**config.mk**
```make
export PLATFORM = sky130hd
export DESIGN_NAME = log_record_deframer_crc32_core_flat
export DESIGN_NICKNAME = d
export VERILOG_FILES = /design/src/hdl/lrd_pkg.sv /design/src/hdl/lrd_in_if.sv /design/src/hdl/lrd_out_if.sv /design/src/hdl/log_record_deframer_crc32_core.sv /design/src/hdl/lrd_front.sv /design/src/hdl/lrd_queue.sv /design/src/hdl/lrd_back.sv /design/src/flat_wrapper.sv
export SDC_FILE = /design/constraint.sdc
export NUM_CORES = 1
export LEC_CHECK = 0
export BUFFER_PORTS_ARGS = -buffer_cell sky130_fd_sc_hd__buf_2
export CORE_ASPECT_RATIO = 1.2
export CORE_MARGIN = 3
export CORE_UTILIZATION = 50
export CTS_CLUSTER_DIAMETER = 80
export DETAILED_ROUTE_END_ITERATION = 12
export PLACE_DENSITY = 0.72
export SLEW_MARGIN = 10
export SYNTH_ARGS = -nofsm -noshare
export SYNTH_HDL_FRONTEND = slang
export SYNTH_HIERARCHICAL = 1
export SYNTH_SLANG_ARGS = --single-unit
```
**constraint.sdc**
```tcl
create_clock -name clk_i -period 8.7 [get_ports clk_i]
set_clock_uncertainty 0.2 [all_clocks]
set_input_delay 2.175 -clock clk_i [delete_from_list [all_inputs] [get_ports clk_i]]
set_output_delay 2.175 -clock clk_i [all_outputs]
set_load 0.01 [all_outputs]
```
**src/hdl/lrd_pkg.sv**
```systemverilog
// Shared types, codes and the CRC-32 byte update for the log record deframer.
// Depends on nothing; the top level, front, queue and back modules import it.
package lrd_pkg;

  localparam logic [31:0] CRC_POLY = 32'hEDB8_8320;
  localparam logic [31:0] CRC_ONES = 32'hFFFF_FFFF;

  // byte_kind codes
  localparam logic [1:0] KIND_NONE  = 2'd0;
  localparam logic [1:0] KIND_KEY   = 2'd1;
  localparam logic [1:0] KIND_VALUE = 2'd2;

  // record_status codes
  localparam logic [1:0] STAT_OK       = 2'd0;
  localparam logic [1:0] STAT_MISMATCH = 2'd1;
  localparam logic [1:0] STAT_TRUNC    = 2'd2;

  typedef enum logic [5:0] {
    PH_CRC  = 6'b000001,
    PH_OP   = 6'b000010,
    PH_KLEN = 6'b000100,
    PH_VLEN = 6'b001000,
    PH_KEY  = 6'b010000,
    PH_VAL  = 6'b100000
  } phase_e;

  // One queued step of work for the back end
  typedef struct packed {
    logic        crc_init;  // restart the running CRC at all ones
    logic        crc_feed;  // fold data into the running CRC
    logic        emit;      // step yields a result
    logic        rec_end;   // result closes a record
    logic        trunc;     // record cut short by end of log
    logic [1:0]  kind;
    logic [7:0]  data;
    logic [7:0]  op;
    logic [31:0] klen;
    logic [31:0] vlen;
    logic [31:0] scrc;
  } entry_t;

  // Reflected CRC-32 over one byte
  function automatic logic [31:0] crc_byte(input logic [31:0] crc, input logic [7:0] b);
    logic [31:0] c;
    c = crc ^ {24'd0, b};
    for (int k = 0; k < 8; k++) begin
      c = (c >> 1) ^ (CRC_POLY & {32{c[0]}});
    end
    return c;
  endfunction

endpackage

```
**src/hdl/lrd_in_if.sv**
```systemverilog
// Input byte channel of the log record deframer.
// Depends on nothing.
interface lrd_in_if;
  logic       valid;
  logic       ready;
  logic [7:0] log_byte;
  logic       end_of_log;

  modport source (output valid, output log_byte, output end_of_log, input ready);
  modport sink   (input valid, input log_byte, input end_of_log, output ready);
endinterface

```
**src/hdl/lrd_out_if.sv**
```systemverilog
// Result channel of the log record deframer.
// Depends on nothing.
interface lrd_out_if;
  logic        valid;
  logic        ready;
  logic [1:0]  byte_kind;
  logic [7:0]  payload_byte;
  logic        record_end;
  logic [1:0]  record_status;
  logic [7:0]  record_op;
  logic [31:0] key_length;
  logic [31:0] value_length;

  modport source (output valid, output byte_kind, output payload_byte, output record_end,
                  output record_status, output record_op, output key_length,
                  output value_length, input ready);
  modport sink   (input valid, input byte_kind, input payload_byte, input record_end,
                  input record_status, input record_op, input key_length,
                  input value_length, output ready);
endinterface

```
**src/hdl/log_record_deframer_crc32_core.sv**
```systemverilog
// Log record deframer with CRC-32 check, top level.
// Takes one byte per cycle while the queue has space; a result is queued, then registered.
// Sustained rate one byte per cycle while the output is ready, with a byte-wide CRC update.
// A two-entry queue parts the framing front end from the CRC and result back end.
// Asynchronous active-low reset returns to the start of a record, CRC at all ones.
// Depends on lrd_pkg, lrd_in_if, lrd_out_if, lrd_front, lrd_queue and lrd_back.
module log_record_deframer_crc32_core import lrd_pkg::*; (
  input  logic      clk_i,
  input  logic      rst_ni,
  lrd_in_if.sink    in_i,
  lrd_out_if.source out_o
);

  logic   push;
  logic   space;
  logic   pop;
  logic   head_valid;
  entry_t entry;
  entry_t head;

  lrd_front u_front (
    .clk_i   (clk_i),
    .rst_ni  (rst_ni),
    .in_i    (in_i),
    .space_i (space),
    .push_o  (push),
    .entry_o (entry)
  );

  lrd_queue u_queue (
    .clk_i        (clk_i),
    .rst_ni       (rst_ni),
    .push_i       (push),
    .entry_i      (entry),
    .space_o      (space),
    .pop_i        (pop),
    .head_valid_o (head_valid),
    .head_o       (head)
  );

  lrd_back u_back (
    .clk_i        (clk_i),
    .rst_ni       (rst_ni),
    .head_valid_i (head_valid),
    .head_i       (head),
    .pop_o        (pop),
    .out_o        (out_o)
  );

endmodule

```
**src/hdl/lrd_front.sv**
```systemverilog
// Front end: accepts log bytes, tracks the record framing and queues work steps.
// Depends on lrd_pkg and lrd_in_if.
module lrd_front import lrd_pkg::*; (
  input  logic   clk_i,
  input  logic   rst_ni,
  lrd_in_if.sink in_i,
  input  logic   space_i,
  output logic   push_o,
  output entry_t entry_o
);

  phase_e      phase_q, phase_d;
  logic [1:0]  idx_q, idx_d;
  logic [31:0] scrc_q, scrc_d;
  logic [7:0]  op_q, op_d;
  logic [31:0] klen_q, klen_d;
  logic [31:0] vlen_q, vlen_d;
  logic [31:0] rem_q, rem_d;

  logic        acc;
  logic [31:0] lane;
  logic [31:0] rem_m1;
  logic        last_idx;

  assign in_i.ready = space_i;
  assign acc        = in_i.valid & space_i;
  assign lane       = {24'd0, in_i.log_byte} << {idx_q, 3'b000};
  assign rem_m1     = rem_q - 32'd1;
  assign last_idx   = (idx_q == 2'd3);

  // Classify the beat and work out the next framing state
  always_comb begin
    phase_d = phase_q;
    idx_d   = idx_q;
    scrc_d  = scrc_q;
    op_d    = op_q;
    klen_d  = klen_q;
    vlen_d  = vlen_q;
    rem_d   = rem_q;
    push_o  = 1'b0;
    entry_o = '0;
    entry_o.data = in_i.log_byte;

    if (acc) begin
      if (in_i.end_of_log) begin
        if (!(phase_q == PH_CRC && idx_q == 2'd0)) begin
          push_o          = 1'b1;
          entry_o.emit    = 1'b1;
          entry_o.rec_end = 1'b1;
          entry_o.trunc   = 1'b1;
          entry_o.kind    = KIND_NONE;
          phase_d         = PH_CRC;
          idx_d           = 2'd0;
          rem_d           = '0;
        end
      end else begin
        unique case (phase_q)
          PH_OP: begin
            op_d             = in_i.log_byte;
            push_o           = 1'b1;
            entry_o.crc_feed = 1'b1;
            phase_d          = PH_KLEN;
            idx_d            = 2'd0;
          end
          PH_KLEN: begin
            klen_d           = klen_q | lane;
            push_o           = 1'b1;
            entry_o.crc_feed = 1'b1;
            idx_d            = idx_q + 2'd1;
            if (last_idx) phase_d = PH_VLEN;
          end
          PH_VLEN: begin
            vlen_d           = vlen_q | lane;
            push_o           = 1'b1;
            entry_o.crc_feed = 1'b1;
            idx_d            = idx_q + 2'd1;
            if (last_idx) begin
              if (klen_q != '0) begin
                phase_d = PH_KEY;
                rem_d   = klen_q;
              end else if (vlen_d != '0) begin
                phase_d = PH_VAL;
                rem_d   = vlen_d;
              end else begin
                entry_o.emit    = 1'b1;
                entry_o.rec_end = 1'b1;
                entry_o.kind    = KIND_NONE;
                phase_d         = PH_CRC;
                rem_d           = '0;
              end
            end
          end
          PH_KEY: begin
            push_o           = 1'b1;
            entry_o.crc_feed = 1'b1;
            entry_o.emit     = 1'b1;
            entry_o.kind     = KIND_KEY;
            if (rem_m1 != '0) begin
              rem_d = rem_m1;
            end else if (vlen_q != '0) begin
              phase_d = PH_VAL;
              rem_d   = vlen_q;
            end else begin
              entry_o.rec_end = 1'b1;
              phase_d         = PH_CRC;
              idx_d           = 2'd0;
              rem_d           = '0;
            end
          end
          PH_VAL: begin
            push_o           = 1'b1;
            entry_o.crc_feed = 1'b1;
            entry_o.emit     = 1'b1;
            entry_o.kind     = KIND_VALUE;
            if (rem_m1 != '0) begin
              rem_d = rem_m1;
            end else begin
              entry_o.rec_end = 1'b1;
              phase_d         = PH_CRC;
              idx_d           = 2'd0;
              rem_d           = '0;
            end
          end
          default: begin
            // Stored CRC field; the first byte opens a new record
            if (idx_q == 2'd0) begin
              scrc_d           = lane;
              op_d             = '0;
              klen_d           = '0;
              vlen_d           = '0;
              push_o           = 1'b1;
              entry_o.crc_init = 1'b1;
            end else begin
              scrc_d = scrc_q | lane;
            end
            idx_d = idx_q + 2'd1;
            if (last_idx) phase_d = PH_OP;
            else          phase_d = PH_CRC;
          end
        endcase
      end
    end

    entry_o.op   = op_d;
    entry_o.klen = klen_d;
    entry_o.vlen = vlen_d;
    entry_o.scrc = scrc_d;
  end

  // Hold the framing state
  always_ff @(posedge clk_i or negedge rst_ni) begin
    if (!rst_ni) begin
      phase_q <= PH_CRC;
      idx_q   <= '0;
      scrc_q  <= '0;
      op_q    <= '0;
      klen_q  <= '0;
      vlen_q  <= '0;
      rem_q   <= '0;
    end else begin
      phase_q <= phase_d;
      idx_q   <= idx_d;
      scrc_q  <= scrc_d;
      op_q    <= op_d;
      klen_q  <= klen_d;
      vlen_q  <= vlen_d;
      rem_q   <= rem_d;
    end
  end

endmodule

```
**src/hdl/lrd_queue.sv**
```systemverilog
// Two-entry queue of work steps between the front and back ends.
// Depends on lrd_pkg.
module lrd_queue import lrd_pkg::*; (
  input  logic   clk_i,
  input  logic   rst_ni,
  input  logic   push_i,
  input  entry_t entry_i,
  output logic   space_o,
  input  logic   pop_i,
  output logic   head_valid_o,
  output entry_t head_o
);

  entry_t     slot_q [2];
  logic       wr_ptr_q, rd_ptr_q;
  logic [1:0] count_q;
  logic       do_push, do_pop;

  assign space_o      = (count_q != 2'd2);
  assign head_valid_o = (count_q != 2'd0);
  assign head_o       = slot_q[rd_ptr_q];
  assign do_push      = push_i & space_o;
  assign do_pop       = pop_i & head_valid_o;

  // Store the incoming step
  always_ff @(posedge clk_i) begin
    if (do_push) slot_q[wr_ptr_q] <= entry_i;
  end

  // Advance the pointers and fill count
  always_ff @(posedge clk_i or negedge rst_ni) begin
    if (!rst_ni) begin
      wr_ptr_q <= 1'b0;
      rd_ptr_q <= 1'b0;
      count_q  <= '0;
    end else begin
      if (do_push) wr_ptr_q <= ~wr_ptr_q;
      if (do_pop)  rd_ptr_q <= ~rd_ptr_q;
      case ({do_push, do_pop})
        2'b10:   count_q <= count_q + 2'd1;
        2'b01:   count_q <= count_q - 2'd1;
        default: count_q <= count_q;
      endcase
    end
  end

endmodule

```
**src/hdl/lrd_back.sv**
```systemverilog
// Back end: runs the CRC-32, checks it at record end and registers the results.
// Depends on lrd_pkg and lrd_out_if.
module lrd_back import lrd_pkg::*; (
  input  logic       clk_i,
  input  logic       rst_ni,
  input  logic       head_valid_i,
  input  entry_t     head_i,
  output logic       pop_o,
  lrd_out_if.source  out_o
);

  logic [31:0] crc_q;
  logic [31:0] crc_upd;
  logic        valid_q;
  logic [1:0]  kind_q;
  logic [7:0]  byte_q;
  logic        end_q;
  logic [1:0]  stat_q;
  logic [7:0]  op_q;
  logic [31:0] klen_q;
  logic [31:0] vlen_q;
  logic [1:0]  stat;
  logic        load;

  assign crc_upd = crc_byte(crc_q, head_i.data);
  assign pop_o   = head_valid_i & (~head_i.emit | ~valid_q | out_o.ready);
  assign load    = pop_o & head_i.emit;

  // Pick the record status
  always_comb begin
    if (head_i.trunc) begin
      stat = STAT_TRUNC;
    end else if (head_i.rec_end) begin
      stat = ((crc_upd ^ CRC_ONES) == head_i.scrc) ? STAT_OK : STAT_MISMATCH;
    end else begin
      stat = STAT_OK;
    end
  end

  // Advance the running CRC and the valid flag
  always_ff @(posedge clk_i or negedge rst_ni) begin
    if (!rst_ni) begin
      crc_q   <= CRC_ONES;
      valid_q <= 1'b0;
    end else begin
      if (pop_o && head_i.crc_init)      crc_q <= CRC_ONES;
      else if (pop_o && head_i.crc_feed) crc_q <= crc_upd;
      if (load)              valid_q <= 1'b1;
      else if (out_o.ready)  valid_q <= 1'b0;
    end
  end

  // Load the result payload
  always_ff @(posedge clk_i) begin
    if (load) begin
      kind_q <= head_i.kind;
      byte_q <= (head_i.kind == KIND_NONE) ? 8'd0 : head_i.data;
      end_q  <= head_i.rec_end;
      stat_q <= stat;
      op_q   <= head_i.op;
      klen_q <= head_i.klen;
      vlen_q <= head_i.vlen;
    end
  end

  assign out_o.valid         = valid_q;
  assign out_o.byte_kind     = kind_q;
  assign out_o.payload_byte  = byte_q;
  assign out_o.record_end    = end_q;
  assign out_o.record_status = stat_q;
  assign out_o.record_op     = op_q;
  assign out_o.key_length    = klen_q;
  assign out_o.value_length  = vlen_q;

endmodule
```
**src/flat_wrapper.sv**
```systemverilog
// flat-port wrapper written by rule: the top's interface ports become plain ports
module log_record_deframer_crc32_core_flat import lrd_pkg::*;
  (clk_i, rst_ni, in_i_valid, in_i_log_byte, in_i_end_of_log, in_i_ready, out_o_valid, out_o_byte_kind, out_o_payload_byte, out_o_record_end, out_o_record_status, out_o_record_op, out_o_key_length, out_o_value_length, out_o_ready);
  lrd_in_if in_i_i ();
  lrd_out_if out_o_i ();
  input  logic clk_i;
  input  logic rst_ni;
  input wire logic [$bits(in_i_i.valid)-1:0] in_i_valid;
  input wire logic [$bits(in_i_i.log_byte)-1:0] in_i_log_byte;
  input wire logic [$bits(in_i_i.end_of_log)-1:0] in_i_end_of_log;
  output wire logic [$bits(in_i_i.ready)-1:0] in_i_ready;
  output wire logic [$bits(out_o_i.valid)-1:0] out_o_valid;
  output wire logic [$bits(out_o_i.byte_kind)-1:0] out_o_byte_kind;
  output wire logic [$bits(out_o_i.payload_byte)-1:0] out_o_payload_byte;
  output wire logic [$bits(out_o_i.record_end)-1:0] out_o_record_end;
  output wire logic [$bits(out_o_i.record_status)-1:0] out_o_record_status;
  output wire logic [$bits(out_o_i.record_op)-1:0] out_o_record_op;
  output wire logic [$bits(out_o_i.key_length)-1:0] out_o_key_length;
  output wire logic [$bits(out_o_i.value_length)-1:0] out_o_value_length;
  input wire logic [$bits(out_o_i.ready)-1:0] out_o_ready;
  assign in_i_i.valid = in_i_valid;
  assign in_i_i.log_byte = in_i_log_byte;
  assign in_i_i.end_of_log = in_i_end_of_log;
  assign in_i_ready = in_i_i.ready;
  assign out_o_valid = out_o_i.valid;
  assign out_o_byte_kind = out_o_i.byte_kind;
  assign out_o_payload_byte = out_o_i.payload_byte;
  assign out_o_record_end = out_o_i.record_end;
  assign out_o_record_status = out_o_i.record_status;
  assign out_o_record_op = out_o_i.record_op;
  assign out_o_key_length = out_o_i.key_length;
  assign out_o_value_length = out_o_i.value_length;
  assign out_o_i.ready = out_o_ready;
  log_record_deframer_crc32_core u_core (.clk_i(clk_i), .rst_ni(rst_ni), .in_i(in_i_i), .out_o(out_o_i));
endmodule
```
==> flow_metrics.tcl, run 1 <==
set metrics [dict create \
    cts_tree "built" \
    dp_slack_ns 3.087 \
    grt_pass1_wl_mm 83.82 \
    holdWs_ns 0.2610 \
    port_buffers 99 \
    path_clk_slew_ns 0.06 \
    timing_worst_setup_path_type "in -> reg" \
    max_cap_violations 0 \
    setup_violations 0 \
    peakVddDrop_mv 0.2222 \
    drt-vias-per-instance 6.057 \
    tightest_slew_ns 1.233 \
    layout_common_cells "edfxtp_1, dfrtp_1, nor2_1" \
    fin_util 0.5641 \
    seq_area_frac_synth 0.6394 \
    synth-async-reset-ratio 0.3591 \
    end_kind "register" \
    detail_route.wl_per_cell_um 22.93 \
    wirelength_mm 53.49 \
    synth_cells 1683 \
    slew_viol_final 0 \
    die-area_um2 47220 \
    drt-initial-drc-count 1367 \
    grt_pass1_vias 14380 \
    status "completed" \
    syn-num-nets 1701 \
    root_buffer "clkbuf_16" \
    worst-path-max-fanout 73 \
    ctsHtreeMaxLevel 2 \
    cts_sinks 504 \
    yosys-top-cells-area "edfxtp_1, dfrtp_1, mux2_2" \
    crit_arrival_ns 5.01 \
    avgSynthCellArea_um2 13.26 \
    yosys_warnings 6 \
    place_hpwl_mm 33.31 \
    fmax_mhz 200.1 \
    cts_setup_buffers 0 \
    pwr-share-comb 0.394 \
    hold_viol 0 \
    die_y_um 237.4 \
    worst_ep_required_time_ns 8.71 \
    clkLatencyLatePin_ns 0.59 \
    die_w_um 198.9 \
    grt_max_degree 77 \
    yosys.area.top_type "edfxtp_1" \
    synth_seq_cells 504 \
    seq_area_um2 14270 \
    n_antenna_cell 0 \
    critPathLaunchType "input pin" \
    final_area_um2 24780 \
    synthToLayoutAreaGrowth_pct 11.04 \
    gp_congestion 0.9161 \
    setup_ws_ns 3.702 \
    layout-drive-gt1-share 0.2306 \
    r2r_start "u_core/u_queue/rd_ptr_q$_DFFE_PN0P_" \
    fp.coreArea_um2 43930 \
    drt_pass1_iterations 5 \
    switching_share 0.3542 \
    clock_power_share 0.228 \
    critPathLaunch "in_i_valid" \
    post_dp_cell_area_um2 23110 \
    synth_edf_count 323 \
    synthFlopType "edfxtp_1" \
    multi_input_area_um2 7417 \
    via_count 14130 \
    fin_nets 1751 \
    grt_overflow 0 \
    layout_commonest_cell "edfxtp_1" \
    power.internal_mw 6.174 \
    p_leak_nw 9.606 \
    cts_hold_buf 0 \
    nFillCells 3573 \
    fp-row-count 84 \
    ctsResizeCount 0 \
    cellPowerDensity_nw_per_um2 385.8 \
    netSwitchingPower_mw 3.387 \
    syn_area_um2 22320 \
    drcViolationCount 0 \
    fin_crit_ns 4.998 \
    clock_path_buffers 3 \
    drtAntennaViolNets 0 \
    grt_usage 0.2280 \
    ioPinCount 100 \
    yosysUniqueCellTypes 84 \
    hp-class "reg -> reg" \
    cts_made_buffers 51 \
    slew_headroom 0.1781 \
    seqPwrFrac 0.377 \
    initial_core_util 0.5080 \
    min_period_over_period 0.5745 \
    min_from "u_core/u_back/crc_q[10]$_DFFE_PN1P_" \
    tns_ns 0 \
    synth_top_area_frac 0.4346 \
    antenna_found_initial 0 \
    rsz0062_at_grt "false" \
]
[worst paths after layout]
check | cells after the start | to | slack, ns
setup reg to reg | 9 | u_core/u_back/out_o.record_status[0]$_SDFFCE_PP0P_ | 4.08
hold / removal | 2 | u_core/u_back/crc_q[10]$_DFFE_PN1P_ | 0.26
setup / recovery | 7 | u_core/u_queue/slot_q[1][75]$_DFFE_PP_ | 3.70
min in group asynchronous | 1 | u_core/u_front/scrc_q[17]$_DFF_PN0_ | 1.29
hold reg to reg | 2 | u_core/u_back/crc_q[10]$_DFFE_PN1P_ | 0.26
max in group asynchronous | 2 | u_core/u_front/rem_q[10]$_DFFE_PN0P_ | 5.67
[sequential cells by signal, summed over array words and instances, names as in the netlist, 2 cells and up]
| name | flops |
|---|---|
| u_core/u_queue/slot_q | 238 |
| u_core/u_back/crc_q | 32 |
| u_core/u_back/out_o.key_length | 32 |
| u_core/u_back/out_o.value_length | 32 |
| u_core/u_front/klen_q | 32 |
| u_core/u_front/rem_q | 32 |
| u_core/u_front/scrc_q | 32 |
| u_core/u_front/vlen_q | 32 |
| u_core/u_back/out_o.payload_byte | 8 |
| u_core/u_back/out_o.record_op | 8 |
| u_core/u_front/op_q | 8 |
| u_core/u_front/phase_q | 6 |
| u_core/u_back/out_o.byte_kind | 2 |
| u_core/u_back/out_o.record_status | 2 |
| u_core/u_front/idx_q | 2 |
| u_core/u_queue/count_q | 2 |
[kinds of logic after synthesis]
group	after synthesis	share of synthesized area
adders and majority gates	5	0.002803
buffers and inverters	137	0.03083
xor gates and xnor gates	142	0.06834
DFF	504	0.6394
muxes	128	0.06447
and+or+nand+nor	436	0.09654
AOI/OAI and AO/OA	331	0.09761
[cell usage after synthesis, drive strengths merged (6+ instances only)]
cell,n
nand2,119
nor3b,8
nand2b,7
and2,9
and3,8
o21ai,71
o31ai,35
clkbuf,78
a21oi,68
a22o,12
nor4,66
nand3,16
a32o,8
xnor2,76
nor2b,12
o22a,6
inv,12
nor3,22
mux2,126
xor2,61
buf,47
or2,6
edfxtp,323
nor2,127
dfstp,33
a311oi,22
nand4,12
a31oi,71
dfrtp,148
[power by group through the flow]
stage               combinational [mW]  sequential, mW  clock, mW
global placement                  3.72            3.64          0
CTS                               3.80            3.62       2.23
detailed placement                3.76            3.66          0
finish                            3.77            3.61       2.18
floorplan                         2.75            3.69          0
global route                      4.05            3.67       2.34
[per-layer routing]
layer	track usage	wire, um
met1	0.2958	21270
met3	0.03317	2912
met5	0	0
met4	0.08117	1826
met2	0.3926	27480
[layout make-up]
| type | instances | area share |
|---|---|---|
| clock buffers | 64 | 0.05549 |
| inverters | 12 | 0.001818 |
| multi-input cells | 1042 | 0.2993 |
| clock inverters | 30 | 0.01202 |
| repair buffers | 122 | 0.02721 |
| flip-flops and latches | 504 | 0.5760 |
| well taps | 559 | 0.02822 |
[critical path: stages]
cell and delay, ns:
buf_2 0.11, nand2_1 0.17, nor3_1 0.66, a21oi_1 0.13, nand2b_1 0.13, and3_4 0.89, buf_4 0.68
[through the flow]
stage | power [mW] | std cells
2_1_floorplan | 6.440 | 1683
3_3_place_gp | 7.359 | 2239
3_5_place_dp | 7.422 | 2239
4_1_cts | 9.647 | 2333
5_1_grt | 10.06 | 2333
6_report | 9.561 | 2333
Note: power is estimated with default switching activity, not from simulation.
==> inputs of run 2 (changes only) <==
Settings changed: ABC_AREA set to 1, PLACE_DENSITY 0.72 to 0.74.
Clock period 8.7 ns to 4.2 ns, I/O delays scaled along.
==> run 2 against run 1 <==
Against the previous run: first-iteration DRC count rose by 41%; sequential share of layout area fell by 4.9 points; register-to-register slack got worse by 3.4 ns; critical path type is now reg -> reg; non-clock buffer count rose by 29; count of clock-buffer cells in the layout rose by 2; wire length rose by 45%; utilization rose by 0.75 points; global-route usage rose by 7.8 points; hold slack improved by 0.036 ns.
==> flow_metrics.tcl, run 2 <==
set metrics [dict create \
    ctsResizeCount 0 \
    gp_congestion 0.9726 \
    n_antenna_cell 0 \
    peakVddDrop_mv 0.7040 \
    final_area_um2 27070 \
    drtAntennaViolNets 0 \
    rsz0062_at_grt "false" \
    synth-async-reset-ratio 0.3591 \
    drt-vias-per-instance 5.497 \
    syn-num-nets 2770 \
    met2_usage 0.5262 \
    fp-row-count 87 \
    largest_reg_flops 238 \
    worst_ep_required_time_ns 4.35 \
    max_cap_violations 0 \
    hold_viol 0 \
    syn_area_um2 24170 \
    avgSynthCellArea_um2 8.784 \
    cts_setup_buffers 0 \
    antenna_found_initial 0 \
    yosys-top-cells-area "edfxtp_1, nand2_1, dfrtp_1" \
    setup_ws_ns 0.6303 \
    worst-path-max-fanout 14 \
    synthToLayoutAreaGrowth_pct 11.97 \
    ioPinCount 100 \
    fin_crit_ns 3.570 \
    top_register "u_core/u_queue/slot_q" \
    fp.coreArea_um2 47350 \
    yosys.area.top_type "edfxtp_1" \
    place_inst 3414 \
    grt_pass1_wl_mm 115.8 \
    cts_sinks 504 \
    hp-class "reg -> reg" \
    fin_util 0.5716 \
    p_leak_nw 12.63 \
    synth_edf_count 323 \
    end_kind "register" \
    root_buffer "clkbuf_16" \
    initial_core_util 0.5105 \
    slew_viol_final 0 \
    wirelength_mm 77.62 \
    cellPowerDensity_nw_per_um2 887.2 \
    via_count 19280 \
    layout-drive-gt1-share 0.1258 \
    detail_route.wl_per_cell_um 22.13 \
    crit_arrival_ns 3.72 \
    synth_cells 2752 \
    clock_path_buffers 3 \
    synthFlopType "edfxtp_1" \
    port_buffers 99 \
    cts_made_buffers 50 \
    die_w_um 206.7 \
    met1_usage 0.3784 \
    clkLatencyLatePin_ns 0.61 \
    min_period_over_period 0.8499 \
    status "completed" \
    layout_commonest_cell "nand2_1" \
    instances_no_fill 3508 \
    drcViolationCount 0 \
    synth_top_area_frac 0.4012 \
    yosysUniqueCellTypes 43 \
    ctsHtreeMaxLevel 2 \
    yosysMostFrequentCell "nand2_1" \
    multi_input_area_um2 8188 \
    place_hpwl_mm 57.29 \
    grt_overflow 0 \
    drt-initial-drc-count 1925 \
    slew_headroom 0.4099 \
    timing_worst_setup_path_type "reg -> reg" \
    yosys-top-cells-count "nand2_1, edfxtp_1, inv_1" \
    grt_max_degree 108 \
    grt_pass1_vias 18710 \
    critPathLaunchType "register" \
    nFillCells 4133 \
    top_usage_layer "met2" \
    holdWs_ns 0.2967 \
    cts_tree "built" \
    cts_hold_buf 0 \
    fmax_mhz 280.1 \
    dp_slack_ns 0.6113 \
    tightest_slew_ns 0.8852 \
    grt_usage 0.3055 \
    drt_pass1_iterations 6 \
    yosys_warnings 6 \
    synth_seq_cells 504 \
    fin_nets 2861 \
    seq_area_frac_synth 0.5903 \
    post_dp_cell_area_um2 25380 \
    tns_ns 0 \
    die_y_um 246.9 \
    grt_use_met3 0.03489 \
    path_clk_slew_ns 0.06 \
    layout_common_cells "nand2_1, edfxtp_1, inv_1" \
    setup_violations 0 \
    seq_area_um2 14270 \
    die-area_um2 51030 \
    finalPower_mw 24.01 \
]
-- run 2: cell count changes after synthesis, moves of 47 or more --
cell | previous run | this run
xor2_1 | 59 | 4
a21oi_1 | 68 | 21
xnor2_1 | 62 | 2
nand2_1 | 119 | 1051
nor4_1 | 65 | 12
o21ai_0 | 39 | 115
inv_1 | 11 | 280
mux2_2 | 122 | 0
nand3_1 | 16 | 246
a31oi_1 | 71 | 23
-- run 2: path summary, 6_finish.rpt --
path | slack, ns | start | depth (start not counted) | endpoint
worst max-delay path | 0.63 | u_core/u_queue/rd_ptr_q$_DFFE_PN0P_ | 17 | u_core/u_back/out_o.record_status[0]$_SDFFCE_PP0P_
worst min-delay path | 0.30 | u_core/u_back/crc_q[19]$_DFFE_PN1P_ | 2 | u_core/u_back/crc_q[19]$_DFFE_PN1P_
worst max register to register | 0.63 | u_core/u_queue/rd_ptr_q$_DFFE_PN0P_ | 17 | u_core/u_back/out_o.record_status[0]$_SDFFCE_PP0P_
worst min register to register | 0.30 | u_core/u_back/crc_q[19]$_DFFE_PN1P_ | 2 | u_core/u_back/crc_q[19]$_DFFE_PN1P_
max in group asynchronous | 2.60 | rst_ni | 2 | u_core/u_front/rem_q[5]$_DFFE_PN0P_
min in group asynchronous | 0.31 | rst_ni | 1 | u_core/u_queue/rd_ptr_q$_DFFE_PN0P_
-- run 2: layout make-up --
class	count	area share
clock buffers	66	0.05034
repair buffers	151	0.03666
inverters	302	0.04239
clock inverters	28	0.01197
well taps	623	0.02880
flip-flops and latches	504	0.5273
multi-input cells	1834	0.3025
-- run 2: cell families (layout without fill, tap and decap cells) --
logic type,after synthesis,count (layout),synth area share
xor gates and xnor gates,6,6,0.002174
and+or+nand+nor,1628,1628,0.2883
AOI/OAI and AO/OA,195,195,0.04430
DFF,504,504,0.5903
adders and majority gates,5,5,0.002588
buffers and inverters,414,547,0.07230
-- run 2: critical path: stages (launching register included) --
cell and delay, ns:
dfrtp_4 0.50, clkinv_2 0.22, nand2_1 0.13, nand2_1 0.08, inv_1 0.10, nand2_1 0.05
nand2_1 0.52, nand3_1 0.14, nand2_1 0.31, nor2_1 0.08, nor2_1 0.15, nand2_1 0.06
nor2_1 0.17, nand2_1 0.07, nor2_1 0.11, nand3_1 0.09, nor2_1 0.23, nor2_1 0.07
-- run 2: metal layers --
layer / up-vias / share of wire
li1: 9143 / -
met1: 9317 / 0.39
met2: 645 / 0.50
met3: 177 / 0.049
met4: 0 / 0.063
met5: - / 0
-- run 2: power by group --
| group | leakage, nW | switching [mW] | internal [mW] |
|---|---|---|---|
| clock | 0.814 | 1.97 | 2.62 |
| combinational | 6.40 | 8.52 | 3.19 |
| sequential | 5.41 | 0.609 | 7.10 |
